===== src/rtl/grlex_pkg.sv =====
// Shared constants, mode codes and the result record for the graded-lex
// monomial stepper. No dependencies.
package grlex_pkg;

	localparam int DATA_W        = 64;
	localparam int VARS_W        = 4;
	localparam int NUM_VARS_DEF  = 8;
	localparam int EXP_BITS_DEF  = 8;
	localparam int VARS_RESET    = 8;

	localparam logic [1:0] MODE_NEXT = 2'd0;
	localparam logic [1:0] MODE_PREV = 2'd1;
	localparam logic [1:0] MODE_LT   = 2'd2;

	typedef struct packed {
		logic [DATA_W-1:0] result_exponents;
		logic              result_valid;
		logic              overflow;
		logic              less_than;
	} rsp_t;

endpackage


===== src/rtl/grlex_req_if.sv =====
// Request channel of the graded-lex monomial stepper.
// Depends on grlex_pkg.
interface grlex_req_if;
	import grlex_pkg::*;

	logic              valid;
	logic              ready;
	logic [1:0]        mode;
	logic [DATA_W-1:0] exponents;
	logic [DATA_W-1:0] other_exponents;

	modport source(output valid, mode, exponents, other_exponents, input ready);
	modport sink(input valid, mode, exponents, other_exponents, output ready);
endinterface


===== src/rtl/grlex_rsp_if.sv =====
// Result channel of the graded-lex monomial stepper.
// Depends on grlex_pkg.
interface grlex_rsp_if;
	import grlex_pkg::*;

	logic              valid;
	logic              ready;
	logic [DATA_W-1:0] result_exponents;
	logic              result_valid;
	logic              overflow;
	logic              less_than;

	modport source(output valid, result_exponents, result_valid, overflow, less_than,
		input ready);
	modport sink(input valid, result_exponents, result_valid, overflow, less_than,
		output ready);
endinterface


===== src/rtl/grlex_core.sv =====
// Combinational successor / predecessor / compare datapath for one request.
// Depends on grlex_pkg.
module grlex_core #(
	parameter int NUM_VARS = grlex_pkg::NUM_VARS_DEF,
	parameter int EXP_BITS = grlex_pkg::EXP_BITS_DEF
) (
	input  logic [1:0]                  mode,
	input  logic [grlex_pkg::DATA_W-1:0] exponents,
	input  logic [grlex_pkg::DATA_W-1:0] other_exponents,
	input  logic [4:0]                  n,
	output grlex_pkg::rsp_t             rsp
);
	import grlex_pkg::*;

	localparam int FIT   = DATA_W / EXP_BITS;
	localparam int LANES = (NUM_VARS < FIT) ? NUM_VARS : FIT;
	localparam int IDX_W = (LANES > 1) ? $clog2(LANES) : 1;
	localparam int N_W   = 5;
	localparam int SUM_W = EXP_BITS + 5;
	localparam logic [SUM_W-1:0] MASK = SUM_W'((1 << EXP_BITS) - 1);

	logic [EXP_BITS-1:0] a [LANES];
	logic [EXP_BITS-1:0] b [LANES];
	logic [EXP_BITS-1:0] r [LANES];
	logic [SUM_W-1:0]    da, db, d_inc, d_dec;
	logic [EXP_BITS-1:0] top, tp;
	logic [EXP_BITS:0]   inc;
	logic [IDX_W-1:0]    p, q;
	logic                ovf, lt;

	always_comb begin
		da = '0;
		db = '0;
		for (int i = 0; i < LANES; i++) begin
			a[i] = (N_W'(i) < n) ? exponents[i*EXP_BITS +: EXP_BITS] : '0;
			b[i] = (N_W'(i) < n) ? other_exponents[i*EXP_BITS +: EXP_BITS] : '0;
			da   = da + SUM_W'(a[i]);
			db   = db + SUM_W'(b[i]);
		end
		d_inc = da + SUM_W'(1);
		d_dec = da - SUM_W'(1);

		// most significant variable in use
		top = '0;
		for (int i = 0; i < LANES; i++)
			if (N_W'(i) + N_W'(1) == n) top = a[i];

		// lowest nonzero below the top variable (successor pivot)
		p = '0;
		for (int i = LANES - 2; i >= 0; i--)
			if (N_W'(i) + N_W'(1) < n && a[i] != '0) p = IDX_W'(i);
		tp = '0;
		for (int i = 0; i < LANES; i++)
			if (IDX_W'(i) == p) tp = a[i];

		// lowest nonzero above variable 0 (predecessor pivot)
		q = '0;
		for (int i = LANES - 1; i >= 1; i--)
			if (N_W'(i) < n && a[i] != '0) q = IDX_W'(i);

		// graded-lex compare: degree first, then highest differing variable
		lt = 1'b0;
		for (int i = 0; i < LANES; i++)
			if (a[i] != b[i]) lt = (a[i] < b[i]);
		if (da != db) lt = (da < db);

		ovf = 1'b0;
		inc = '0;
		for (int i = 0; i < LANES; i++) r[i] = '0;

		rsp = '0;
		case (mode)
			MODE_NEXT: begin
				if (SUM_W'(top) == da) begin
					r[0] = d_inc[EXP_BITS-1:0];
					ovf  = (d_inc > MASK);
				end else begin
					for (int i = 0; i < LANES; i++) begin
						if ((IDX_W+1)'(i) == {1'b0, p} + (IDX_W+1)'(1)) begin
							inc  = {1'b0, a[i]} + (EXP_BITS+1)'(1);
							r[i] = inc[EXP_BITS-1:0];
							ovf  = inc[EXP_BITS];
						end else if (i == 0) begin
							r[i] = tp - EXP_BITS'(1);
						end else if (IDX_W'(i) == p) begin
							r[i] = '0;
						end else begin
							r[i] = a[i];
						end
					end
				end
			end
			MODE_PREV: begin
				if (SUM_W'(a[0]) == da) begin
					for (int i = 0; i < LANES; i++)
						if (N_W'(i) + N_W'(1) == n) r[i] = d_dec[EXP_BITS-1:0];
					ovf = (d_dec > MASK);
				end else begin
					for (int i = 0; i < LANES; i++) begin
						if ((IDX_W+1)'(i) + (IDX_W+1)'(1) == {1'b0, q}) begin
							inc  = {1'b0, a[0]} + (EXP_BITS+1)'(1);
							r[i] = inc[EXP_BITS-1:0];
							ovf  = inc[EXP_BITS];
						end else if (IDX_W'(i) == q) begin
							r[i] = a[i] - EXP_BITS'(1);
						end else if (i == 0) begin
							r[i] = '0;
						end else begin
							r[i] = a[i];
						end
					end
				end
			end
			default: ;
		endcase

		case (mode)
			MODE_NEXT, MODE_PREV: begin
				if (mode == MODE_PREV && da == '0) begin
					rsp = '0;
				end else if (ovf) begin
					rsp.overflow = 1'b1;
				end else begin
					for (int i = 0; i < LANES; i++)
						rsp.result_exponents[i*EXP_BITS +: EXP_BITS] = r[i];
					rsp.result_valid = 1'b1;
				end
			end
			MODE_LT: begin
				rsp.result_valid = 1'b1;
				rsp.less_than    = lt;
			end
			default: rsp = '0;
		endcase
	end

endmodule


===== src/rtl/grlex_monomial_step.sv =====
// Graded-lex monomial stepper: top level with request register, datapath and result register.
// Depends on grlex_pkg, grlex_req_if, grlex_rsp_if and grlex_core.
//
// Each request carries a packed exponent vector (variable i in bits i*EXP_BITS upward,
// variable 0 least significant in lex order) and a mode: next monomial in graded-lex
// order, previous monomial, or a graded-lex less-than test against other_exponents.
// Only the low vars_in_use variables take part (clamped to 1..NUM_VARS and to the fields
// that fit in 64 bits); the rest read as zero and come back as zero. A request whose
// result exponent would not fit in EXP_BITS returns overflow=1, result_valid=0 and a zero
// vector; the previous of the constant monomial returns all zero fields; the unused mode
// code returns all zero fields. Every request produces exactly one result.
// Flow: an accepted request is captured in the input register; the single-pass datapath
// (field sum, pivot search, one increment) loads its result into the result register
// whenever that register is empty or being drained, and res.valid is its valid bit. One
// request per cycle is sustained while results are being taken; req.ready drops only
// while both registers are full and the result is not being taken. vars_in_use resets to
// 8 and may be written through cfg_we/cfg_wdata while no request is in flight.
module grlex_monomial_step #(
	parameter int NUM_VARS = grlex_pkg::NUM_VARS_DEF,
	parameter int EXP_BITS = grlex_pkg::EXP_BITS_DEF
) (
	input  logic                       clk,
	input  logic                       arst_n,
	grlex_req_if.sink                  req,
	grlex_rsp_if.source                res,
	input  logic                       cfg_we,
	input  logic [grlex_pkg::VARS_W-1:0] cfg_wdata
);
	import grlex_pkg::*;

	localparam int FIT   = DATA_W / EXP_BITS;
	localparam int LANES = (NUM_VARS < FIT) ? NUM_VARS : FIT;

	logic [VARS_W-1:0] vars_q;
	logic [4:0]        n_cur;

	// stage 1: captured request
	logic              valid_s1;
	logic [1:0]        mode_s1;
	logic [DATA_W-1:0] exp_s1;
	logic [DATA_W-1:0] oth_s1;
	logic [4:0]        n_s1;

	// stage 2: result register
	logic              valid_s2;
	rsp_t              rsp_s2;
	rsp_t              rsp_d;

	logic              advance;

	// clamp the active variable count to 1..LANES
	always_comb begin
		if (vars_q == '0) begin
			n_cur = 5'd1;
		end else if ({1'b0, vars_q} > 5'(LANES)) begin
			n_cur = 5'(LANES);
		end else begin
			n_cur = {1'b0, vars_q};
		end
	end

	always_ff @(posedge clk or negedge arst_n) begin
		if (!arst_n) begin
			vars_q <= VARS_W'(VARS_RESET);
		end else if (cfg_we) begin
			vars_q <= cfg_wdata;
		end
	end

	// result register moves when empty or being drained
	assign advance   = !valid_s2 || res.ready;
	assign req.ready = !valid_s1 || advance;

	always_ff @(posedge clk or negedge arst_n) begin
		if (!arst_n) begin
			valid_s1 <= 1'b0;
			valid_s2 <= 1'b0;
		end else begin
			if (req.ready) valid_s1 <= req.valid;
			if (advance)   valid_s2 <= valid_s1;
		end
	end

	always_ff @(posedge clk) begin
		if (req.ready && req.valid) begin
			mode_s1 <= req.mode;
			exp_s1  <= req.exponents;
			oth_s1  <= req.other_exponents;
			n_s1    <= n_cur;
		end
		if (advance && valid_s1) begin
			rsp_s2 <= rsp_d;
		end
	end

	grlex_core #(
		.NUM_VARS(NUM_VARS),
		.EXP_BITS(EXP_BITS)
	) u_core (
		.mode            (mode_s1),
		.exponents       (exp_s1),
		.other_exponents (oth_s1),
		.n               (n_s1),
		.rsp             (rsp_d)
	);

	assign res.valid            = valid_s2;
	assign res.result_exponents = rsp_s2.result_exponents;
	assign res.result_valid     = rsp_s2.result_valid;
	assign res.overflow         = rsp_s2.overflow;
	assign res.less_than        = rsp_s2.less_than;

endmodule


===== src/flat_wrapper.sv =====
// flat-port wrapper written by rule: the top's interface ports become plain ports
module grlex_monomial_step_flat import grlex_pkg::*;
#(
	parameter int NUM_VARS = grlex_pkg::NUM_VARS_DEF,
	parameter int EXP_BITS = grlex_pkg::EXP_BITS_DEF
)
  (clk, arst_n, cfg_we, cfg_wdata, req_valid, req_mode, req_exponents, req_other_exponents, req_ready, res_valid, res_result_exponents, res_result_valid, res_overflow, res_less_than, res_ready);
  grlex_req_if req_i ();
  grlex_rsp_if res_i ();
  input  logic clk;
  input  logic arst_n;
  input  logic cfg_we;
  input  logic [grlex_pkg::VARS_W-1:0] cfg_wdata;
  input wire logic [$bits(req_i.valid)-1:0] req_valid;
  input wire logic [$bits(req_i.mode)-1:0] req_mode;
  input wire logic [$bits(req_i.exponents)-1:0] req_exponents;
  input wire logic [$bits(req_i.other_exponents)-1:0] req_other_exponents;
  output wire logic [$bits(req_i.ready)-1:0] req_ready;
  output wire logic [$bits(res_i.valid)-1:0] res_valid;
  output wire logic [$bits(res_i.result_exponents)-1:0] res_result_exponents;
  output wire logic [$bits(res_i.result_valid)-1:0] res_result_valid;
  output wire logic [$bits(res_i.overflow)-1:0] res_overflow;
  output wire logic [$bits(res_i.less_than)-1:0] res_less_than;
  input wire logic [$bits(res_i.ready)-1:0] res_ready;
  assign req_i.valid = req_valid;
  assign req_i.mode = req_mode;
  assign req_i.exponents = req_exponents;
  assign req_i.other_exponents = req_other_exponents;
  assign req_ready = req_i.ready;
  assign res_valid = res_i.valid;
  assign res_result_exponents = res_i.result_exponents;
  assign res_result_valid = res_i.result_valid;
  assign res_overflow = res_i.overflow;
  assign res_less_than = res_i.less_than;
  assign res_i.ready = res_ready;
  grlex_monomial_step #(.NUM_VARS(NUM_VARS), .EXP_BITS(EXP_BITS)) u_core (.clk(clk), .arst_n(arst_n), .req(req_i), .res(res_i), .cfg_we(cfg_we), .cfg_wdata(cfg_wdata));
endmodule

===== config.mk =====
export PLATFORM = sky130hd
export DESIGN_NAME = grlex_monomial_step_flat
export DESIGN_NICKNAME = d
export VERILOG_FILES = /design/src/rtl/grlex_pkg.sv /design/src/rtl/grlex_req_if.sv /design/src/rtl/grlex_rsp_if.sv /design/src/rtl/grlex_core.sv /design/src/rtl/grlex_monomial_step.sv /design/src/flat_wrapper.sv
export SDC_FILE = /design/constraint.sdc
export NUM_CORES = 1
export LEC_CHECK = 0
export BUFFER_PORTS_ARGS = -buffer_cell sky130_fd_sc_hd__buf_2
export CORE_MARGIN = 4
export CORE_UTILIZATION = 37
export CTS_CLUSTER_SIZE = 16
export DETAILED_ROUTE_END_ITERATION = 16
export MAX_ROUTING_LAYER = met4
export SKIP_LAST_GASP = 1
export SLEW_MARGIN = 20
export SYNTH_ARGS = -nofsm -noshare
export SYNTH_HDL_FRONTEND = slang
export SYNTH_SLANG_ARGS = --single-unit

===== constraint.sdc =====
create_clock -name clk -period 10 [get_ports clk]
set_input_delay 1 -clock clk [delete_from_list [all_inputs] [get_ports clk]]
set_output_delay 1 -clock clk [all_outputs]
set_load 0.01 [all_outputs]

Word level (Yosys, flattened, before mapping)

Cells that the tools add are included.

Input bits: 139
Bits in registers: 208
Output and inout port bits: 69
Word-level logic and storage cells: 268

Bitwise operators: 1
$lt $le $gt $ge: 20
$add $sub $neg: 34
Multiplexer cells: 120
Reductions and logical operators: 39
Equal/unequal tests: 42

Operators by type and width:

| operator                                                                    | number |
|---|---|
| 8-bit 2-to-1 mux                                                            | 71 |
| 64-bit one-hot mux with 2 select lines                                      | 1 |
| 8-bit by 1-bit adder with 9-bit output, second input constant               | 8 |
| 8-bit by 1-bit subtractor with 8-bit output, second input constant          | 9 |
| 8-bit less-than comparator                                                  | 8 |
| 64-bit 2-to-1 mux                                                           | 1 |
| 8-bit != test                                                               | 8 |
| 8-bit nonzero test                                                          | 8 |
| 56-bit 2-to-1 mux                                                           | 1 |
| 13-bit by 8-bit adder with 13-bit output                                    | 4 |
| 3-bit 2-to-1 mux                                                            | 14 |
| 1-bit 2-to-1 mux                                                            | 28 |
| 12-bit by 8-bit adder with 13-bit output                                    | 2 |
| 8-bit by 13-bit == test with 1-bit output                                   | 2 |
| 13-bit by 8-bit > comparator with 1-bit output, second input constant       | 2 |
| 11-bit by 8-bit adder with 12-bit output                                    | 2 |
| 3-bit == test, first input constant                                         | 8 |
| 10-bit by 8-bit adder with 11-bit output                                    | 2 |
| 9-bit by 8-bit adder with 10-bit output                                     | 2 |
| 3-bit by 5-bit == test with 1-bit output, first input constant              | 4 |
| 3-bit by 5-bit less-than comparator with 1-bit output, first input constant | 4 |
| 8-bit by 8-bit adder with 9-bit output                                      | 2 |
| 1-bit logical AND                                                           | 17 |
| 3-bit by 4-bit == test with 1-bit output, first input constant              | 4 |
| 29 further kinds                                                            | 44 |

Longest topological paths before layout

Gate-level depths: netlist of the first run.

Depth after elaboration: 26
Gate-level depth with buffers: 30
Mapped depth without buffers: 26

By module

A second synthesis of the first run with hierarchy kept.

Cells, all modules: 2332
Area, all modules: 20155.6 um^2

Modules (own cells, without submodules):

| module              | area an instance (um^2) | sequential area each (um^2) | times used | cells each |
|---|---|---|---|---|
| grlex_core          | 13850.8                 | 0.0                         | 1          | 2109 |
| grlex_monomial_step | 6304.8                  | 6187.2                      | 1          | 223 |

Worst setup path after synthesis of the first run

OpenSTA, ideal clock, no wires.

Path kind: register to register
From: reg u_core.n_s1[3]
To: reg u_core.rsp_s2 (netlist bit u_core.res.less_than), data pin
Setup time: 129 ps
Clock period less this slack: 6963 ps
Cell stages (with the launch flop): 28
Slack: 3037 ps
Buffers on the path: 3
Data required time: 9871 ps
Arrival: 6834 ps
Path through: edfxtp_1 -> buf_6 -> nor4b_4 -> nor2_1 -> clkbuf_1 -> nand2_1 -> inv_1 -> fa_1 -> inv_1 -> fa_1 -> fa_1 -> inv_1 -> fa_1 -> ha_1 -> fa_1 -> a211o_1 -> o21ai_0 -> xnor2_1 -> clkbuf_1 -> ha_1 -> nand4_1 -> o21ai_0 -> o21ai_0 -> nand2_1 -> maj3_1 -> maj3_1 -> a211oi_1 -> a21o_1

Cells in the longest elaborated chain, start to end: 12
Elaborated cells on any way between the ends: 65
Classes of those cells: 14 x add/sub; 17 x order compare; 9 x eq/ne; 25 x mux

RTL lines:

| what                                                                              | line                      | text |
|---|---|---|
| start, declared                                                                   | grlex_monomial_step.sv:42 | `logic [4:0] n_s1;` |
| start signal, assigned                                                            | grlex_monomial_step.sv:89 | `n_s1 <= n_cur;` |
| branches (longest 11 deep; another with 12-bit by 8-bit adder with 13-bit output) | --                        |  |
| 1-bit 2-to-1 mux *                                                                | grlex_core.sv:65          | `if (da != db) lt = (da < db);` |
| end signal, assigned                                                              | grlex_monomial_step.sv:92 | `rsp_s2 <= rsp_d;` |
| end, declared                                                                     | grlex_monomial_step.sv:46 | `rsp_t rsp_s2;` |

Every way passes the cells marked *.
A chain may end at the register's enable or synchronous reset.

Final worst setup path of the first run

From: reg u_core.n_s1[2]
To: reg u_core.rsp_s2 (netlist bit u_core.res.result_exponents[7]), data pin

Cells in the longest elaborated chain, start to end: 24
Elaborated cells on any way between the ends: 152
Classes of those cells: 20 x add/sub; 10 x order compare; 31 x eq/ne; 63 x mux; 28 x reduce/logical

RTL lines:

| what |
|---|
| branches (longest 24 deep; another with 12-bit by 8-bit adder with 13-bit output) |

Parallel ways; which one is timed is not known.

==> results.toml, run 1 <==
[layout]
sequential_cell_area_um2 = 6190
nets = 2729
syn_to_final_growth_pct = 13.2
drive_above_1_share = 0.164
multi_input_comb_area_um2 = 12200
fillerInstances = 5276

[clock_network]
tritoncts = "done"
post_cts_resize_count = 0
cts.reportedPaths.clkPinSlew_ns = 0.06
clockBufferDepth = 3
clockRootBuffer = "clkbuf_16"
ctsHtreeMaxLevel = 1
postCtsHoldBufs = 0
clk-insertion-delay-late_ns = 0.57
cts_buffers = 25
numClockSinks = 207
post-cts-setup-buffer-count = 0

[floorplan]
io_pins = 208
placeableCoreArea_um2 = 52700
fp.dieArea_um2 = 57100
fp.dieW_um = 239
rows = 84
die_height_um = 239
start_util = 0.375

[sta]
setup_repair_after_global_routing_missed_its_margin = "no"
hold_violations_final = 0
hold_ws_ns = 0.260
tns_ns = 0
fmax_ghz = 0.111
post-route-min-period_ns = 8.97
worst_slack_ns = 1.03
maxSlewViolCount = 0
slew_headroom = 0.195
tightestPinTransition_ns = 1.20
setup_viol = 0
layout_worst_path_cycle_share = 0.897
worst_clock_skew_ns = 0.0266

[critical_path]
r2r_setup_slack_ns = 1.03
end_kind = "flip-flop"
critPathKind = "flip-flop to flip-flop"
crit-reg2reg-launch = "u_core.n_s1[2]$_SDFFCE_PP0P_"
cp_peak_stage_delay_ns = 0.98
critical_path.slowest_cell = "edfxtp_1"
critPathArrivalTime_ns = 9.38
endpoint_of_the_worst_register_to_register_path = "u_core.res.result_exponents[7]$_SDFFCE_PP0P_"
timing.critical_path.cells = "nor4b_4 > nor2_2 > nand2_1 > inv_1 > fa_1 > fa_1 > fa_1 > inv_1 > fa_1 > inv_1 > ha_1 > a211oi_1 > nor2_1 > xor2_1 > xnor2_1 > nand4_1 > or4_4 > o221ai_2 > nand3b_1 > a211o_1 > a21oi_1"
worst_path_most_repeated_cell = "fa_1"
worst_ep_required_time_ns = 10.41
r2r_cell_count = 21
cp_max_fo = 26
cp-start-kind = "flip-flop"

[global_routing]
grt-ovfl-total = 0
grt_pass1_vias = 18700
grt_max_degree = 75
grt_pass1_wl_um = 129000
gr-usage-all-layers = 0.316
grt_antenna_before_repair = 3

[place]
setup_slack_after_placement_ns = 1.10
dp_hpwl_um = 71300
routabilityCongestion = 1.09
io_buffers = 207

[synth]
synth-warning-count = 0
ys_seq_area_frac = 0.314
postSynthRegisterBits = 207
synth.distinct_cells = 102
post_synth.cell_area_avg_um2 = 8.96
syn-num-nets = 2555
synth_enable_flop_cells = 201
synthArstFlopShare = 0.0290
ys.flop_type = "edfxtp_1"
post_synth_inst_count = 2201
synth_area_um2 = 19700

[min_path]
min-delay-path-class = "input port to async pin"

[drt]
drt_first_iter_violations = 2424
avgViaCountPerCell = 6.19
drc = 0
wl_per_cell_um = 29.2
total_number_of_vias = 19100
drt_pre_antenna_iters = 9
final_antenna_net_count = 0
route.final.wire_length_um = 90100

[power]
vdd.ir_drop.worst_uv = 558
power.density_nw_per_um2 = 318
power_leakage_nw = 9.23

[flow_run]
total_of_max_cap_violations = 0

[status]
outcome = "finished clean"
==> worst max path at each step <==
stage | startpoint | endpoint | slack (ns)
2_1_floorplan | u_core.n_s1[3]$_SDFFCE_PP0P_ | u_core.res.less_than$_SDFFCE_PP0P_ | 3.04
3_3_place_gp | u_core.n_s1[2]$_SDFFCE_PP0P_ | u_core.res.result_exponents[7]$_SDFFCE_PP0P_ | 1.27
3_5_place_dp | u_core.n_s1[2]$_SDFFCE_PP0P_ | u_core.res.result_exponents[7]$_SDFFCE_PP0P_ | 1.10
4_1_cts | u_core.n_s1[3]$_SDFFCE_PP0P_ | u_core.res.result_exponents[7]$_SDFFCE_PP0P_ | 1.03
5_1_grt | u_core.n_s1[2]$_SDFFCE_PP0P_ | u_core.res.result_exponents[12]$_SDFFCE_PP0P_ | 0.70
6_report | u_core.n_s1[2]$_SDFFCE_PP0P_ | u_core.res.result_exponents[7]$_SDFFCE_PP0P_ | 1.03
==> metal layers <==
metal,global-route usage,vias up,wire [um]
li1,-,8315,-
met1,0.422,9386,36800
met2,0.475,1128,39500
met3,0.0586,245,8760
met4,0.129,0,5020
met5,-,-,0
==> cells in the final DEF (no fill, tap or decap), types with 14 or more instances in the layout <==
cell and n:
and2_1 19, nand2_1 236, nor2b_1 15, nand3_1 101, xnor2_1 74, o22ai_1 16
fa_1 91, a21o_1 28, nand4_1 45, a22oi_1 31, nand2b_1 19, o21a_1 15
a21oi_1 117, inv_1 188, xor2_1 18, a211oi_1 19, buf_4 68, o211ai_1 19
buf_2 207, ha_1 124, nor2_1 164, edfxtp_1 201, mux2i_1 18, o21ai_0 123
nor4_1 14, nor3_1 61, clkbuf_16 25, o31ai_1 20, a32oi_1 15, a31oi_1 31
==> cells by family (layout without fill, tap and decap cells) <==
family | count (synthesis) | in the layout | share of synthesized area
mux | 29 | 29 | 0.0160
buf+inv | 321 | 513 | 0.0705
other cells | 0 | 2 | 0
compound gates | 549 | 549 | 0.185
simple gates | 781 | 781 | 0.200
xor+xnor | 96 | 96 | 0.0426
fa+ha+maj | 218 | 218 | 0.173
flops | 207 | 207 | 0.314
==> synthesized netlist by cell type, types with 12 or more instances <==
master	instances	area [um2]
o21a_1	15	113
o31ai_1	20	150
xor2_1	20	175
a32oi_1	15	131
fa_1	91	1820
buf_6	14	158
nand2b_1	19	119
nand4_1	45	282
a221oi_1	13	114
buf_2	29	145
a21oi_2	13	114
nor3b_1	13	97.6
a21o_1	28	210
nor3_1	61	305
o21ai_0	123	616
a21oi_1	117	586
mux2i_1	18	180
inv_1	188	706
a31oi_1	31	194
and3_1	12	75.1
a211oi_1	20	150
a22oi_1	31	233
xnor2_1	76	666
o211ai_1	19	143
clkbuf_1	67	251
nor2_1	166	623
nand2_1	236	886
nor2b_1	15	93.8
o22ai_1	16	100
and2_1	21	131
ha_1	124	1550
nand3_1	101	505
buf_4	12	90.1
edfxtp_1	201	6040
nor4_1	14	87.6
==> state kept, by name (all words and copies together) (netlist names), 2 cells and up <==
signal / cells
u_core.res.result_exponents: 64
u_core.exp_s1: 64
u_core.mode_s1: 2
u_core.vars_q: 4
u_core.oth_s1: 64
u_core.n_s1: 4
==> metrics by stage <==
stage,instances,power [W],util,area [um2]
3_3_place_gp,3036,0.00596,0.409,21500
2_1_floorplan,2201,0.00419,-,19700
3_5_place_dp,3036,0.00607,0.409,21500
5_1_grt,3083,0.00751,0.424,22300
4_1_cts,3081,0.00697,0.424,22300
6_report,3083,0.00710,0.424,22300
==> layout make-up <==
class | instances | share of cell area
tap | 688 | 0.0386
multi-input combinational | 1673 | 0.547
clock buffer | 30 | 0.0293
antenna | 2 | 0.000224
inverter | 192 | 0.0323
timing repair buffer | 276 | 0.0702
clock inverter | 15 | 0.00516
sequential | 207 | 0.277
==> critical path, delay by kind of cell, from the launching register on <==
family	cells	cell delay, ns
simple gates	7	2.82
fa+ha+maj	5	2.46
compound gates	4	1.23
xor+xnor	2	1.01
flops	1	0.98
buf+inv	3	0.33
==> power breakdown <==
part | switching [W] | internal [W] | leakage, nW | total (W)
Sequential | 0.0000745 | 0.00104 | 2.03 | 0.00111
Clock | 0.000370 | 0.000492 | 0.367 | 0.000863
Combinational | 0.00335 | 0.00178 | 6.84 | 0.00513
Power figures use the tool's default switching activity.
==> run 2: changes to the inputs <==
ABC_AREA = 1   (was unset)
==> run 2 against run 1 <==
- die area decreased by 3.9%
- final cell count increased by 5.4%
- design area decreased by 2.7%
- routed wire length increased by 1.9%
- combinational power increased by 7.8%
- sequential cell count unchanged
==> results.toml, run 2 <==
[clock_network]
ctsHtreeMaxLevel = 1
cts.reportedPaths.clkPinSlew_ns = 0.06
cts_buffers = 24
clockBufferDepth = 3
post-cts-setup-buffer-count = 0
post_cts_resize_count = 0
clk-insertion-delay-late_ns = 0.57
tritoncts = "done"
clockRootBuffer = "clkbuf_16"
postCtsHoldBufs = 0
numClockSinks = 207

[critical_path]
cp_max_fo = 21
cp_peak_stage_delay_ns = 0.77
critPathArrivalTime_ns = 8.79
worst_ep_required_time_ns = 10.29
critical_path_buf_inv_count = 8
end_kind = "flip-flop"
worst_path_most_repeated_cell = "fa_1"
critPathKind = "flip-flop to flip-flop"
cp-start-kind = "flip-flop"
critical_path.slowest_cell = "fa_1"
cpLargestDelayFamily = "adder cells"

[layout]
syn_to_final_growth_pct = 14.8
layout.cells.most_common_list = "nand2_1, inv_1, nor2_1"
finish.instance_area_um2 = 21700
final_common_cell = "nand2_1"
drive_above_1_share = 0.159
fin_util = 0.431
nets = 2911

[global_routing]
grt_pass1_vias = 18400
grt_pass1_wl_um = 130000
gr-usage-all-layers = 0.339
grt-ovfl-total = 0
grt_max_degree = 70
grt_antenna_before_repair = 2

[sta]
tns_ns = 0
tightestPinTransition_ns = 1.17
maxSlewViolCount = 0
slew_headroom = 0.217
worst_clock_skew_ns = 0.0234
post-route-min-period_ns = 8.50
hold_violations_final = 0
setup_repair_after_global_routing_missed_its_margin = "no"
fmax_ghz = 0.118
setup_viol = 0
layout_worst_path_cycle_share = 0.850

[synth]
synth-warning-count = 0
post_synth.cell_area_avg_um2 = 8.11
post_synth_inst_count = 2333
synthArstFlopShare = 0.0290
synth_most_common_cell = "nand2_1"
ys.flop_type = "edfxtp_1"
synth_top_area_share = 0.319
postSynthRegisterBits = 207
ys_seq_area_frac = 0.327
synth_top_cells_by_area = "edfxtp_1, fa_1, ha_1, nand2_1, inv_1"
synth_enable_flop_cells = 201
syn-num-nets = 2687
synth_area_um2 = 18900
synth.cells.most_frequent = "nand2_1, inv_1, nor2_1"
synth.distinct_cells = 59
yosysTopAreaCell = "edfxtp_1"

[floorplan]
io_pins = 208
die_height_um = 234
fp.dieW_um = 234
start_util = 0.376
fp.dieArea_um2 = 54800
placeableCoreArea_um2 = 50400
rows = 82

[drt]
drt_first_iter_violations = 2110
final_antenna_net_count = 0
avgViaCountPerCell = 5.81
route.met3.wl_um = 8400
highest_layer = "met4"
total_number_of_vias = 18900
m1WireLength_um = 39200
wl_per_cell_um = 28.2
met2WireLength_um = 40100
route.final.wire_length_um = 91800
drt_pre_antenna_iters = 6
drc = 0

[power]
total_power_w = 0.00752
power_leakage_nw = 9.77
cell_internal_pwr_w = 0.00324
switchingPower_w = 0.00428
fraction_of_power_spent_switching_nets = 0.569
power.sequential.fraction = 0.146
clock_power_share = 0.119
vdd.ir_drop.worst_uv = 581
power.density_nw_per_um2 = 346
power.share.combinational = 0.735

[place]
dp_hpwl_um = 74900
routabilityCongestion = 1.14
detailed_place.area_um2 = 20900
io_buffers = 207

[flow_run]
total_of_max_cap_violations = 0

[status]
outcome = "finished clean"

[min_path]
min-delay-path-class = "input port to async pin"
## run 2: worst register-to-register path, cell delays in order, from the launching register on
cell and delay [ns]:
edfxtp_1 0.40, buf_4 0.32, nor2_2 0.12, nand2_1 0.62, inv_2 0.17, nor2_4 0.39, inv_2 0.15, nor2_2 0.46
fa_1 0.53, fa_1 0.49, fa_1 0.55, inv_1 0.05, fa_1 0.53, inv_1 0.07, fa_1 0.77, inv_1 0.22
nor2_1 0.20, inv_1 0.08, nor4_1 0.41, xor2_1 0.46, a31oi_1 0.15, a31oi_1 0.29, nand2_1 0.12, nand3_2 0.27
buf_4 0.31, nand2_1 0.09
## run 2: power by group through the flow
stage                     sequential, W  clock [W]  combinational, W
after detailed placement        0.00111          0           0.00537
after CTS                       0.00110   0.000916           0.00539
after floorplan                 0.00112          0           0.00319
final                           0.00110   0.000894           0.00553
after global routing            0.00110   0.000948           0.00598
after global placement          0.00111          0           0.00534
## run 2: layer usage
layer / up-vias / global-route usage
li1: 8356 / -
met1: 9259 / 0.461
met2: 1046 / 0.505
met3: 213 / 0.0689
met4: 0 / 0.118
met5: - / -
## run 2: path summary, 6_finish.rpt
check                      slack [ns]                                 to  cells after the start                    startpoint
max                              1.50  u_core.res.result_valid$_DFFE_PP_                     25  u_core.n_s1[3]$_SDFFCE_PP0P_
max in group asynchronous        9.53       u_core.vars_q[3]$_DFFE_PN1P_                      1                        arst_n
min in group clk                 0.51       u_core.res.valid$_DFFE_PN0P_                      2   u_core.valid_s1$_DFFE_PN0N_
min reg2reg                      0.51       u_core.res.valid$_DFFE_PN0P_                      2   u_core.valid_s1$_DFFE_PN0N_
min                              0.25       u_core.res.valid$_DFFE_PN0P_                      1                        arst_n
max reg2reg                      1.50  u_core.res.result_valid$_DFFE_PP_                     25  u_core.n_s1[3]$_SDFFCE_PP0P_
## run 2: cell type report
class                   instances  area, um2
clock inverters                15        171
diodes                          4       10.0
fillers                      5214      28700
inverters                     380       1430
clock buffers                  28        616
repair buffers                265       1480
flip-flops and latches        207       6190
multi-input cells            1679      11000
well taps                     672        841
## run 2: per-stage QoR
step,hold WS [ns],instances,setup WS [ns]
final,0.249,3250,1.50
after global routing,0.244,3248,1.18
after CTS,0.230,3246,1.69
after detailed placement,0.500,3203,1.73
after global placement,0.489,3203,1.79
after floorplan,0.447,2333,3.81
## run 2: kinds of logic (layout without fill, tap and decap cells)
kind of cell,after synthesis,after routing,share of synthesized area
compound gates,489,489,0.157
xor+xnor,76,76,0.0352
fa+ha+maj,215,215,0.178
buf+inv,447,688,0.0944
flops,207,207,0.327
mux,2,2,0.00119
other cells,0,4,0
simple gates,897,897,0.207
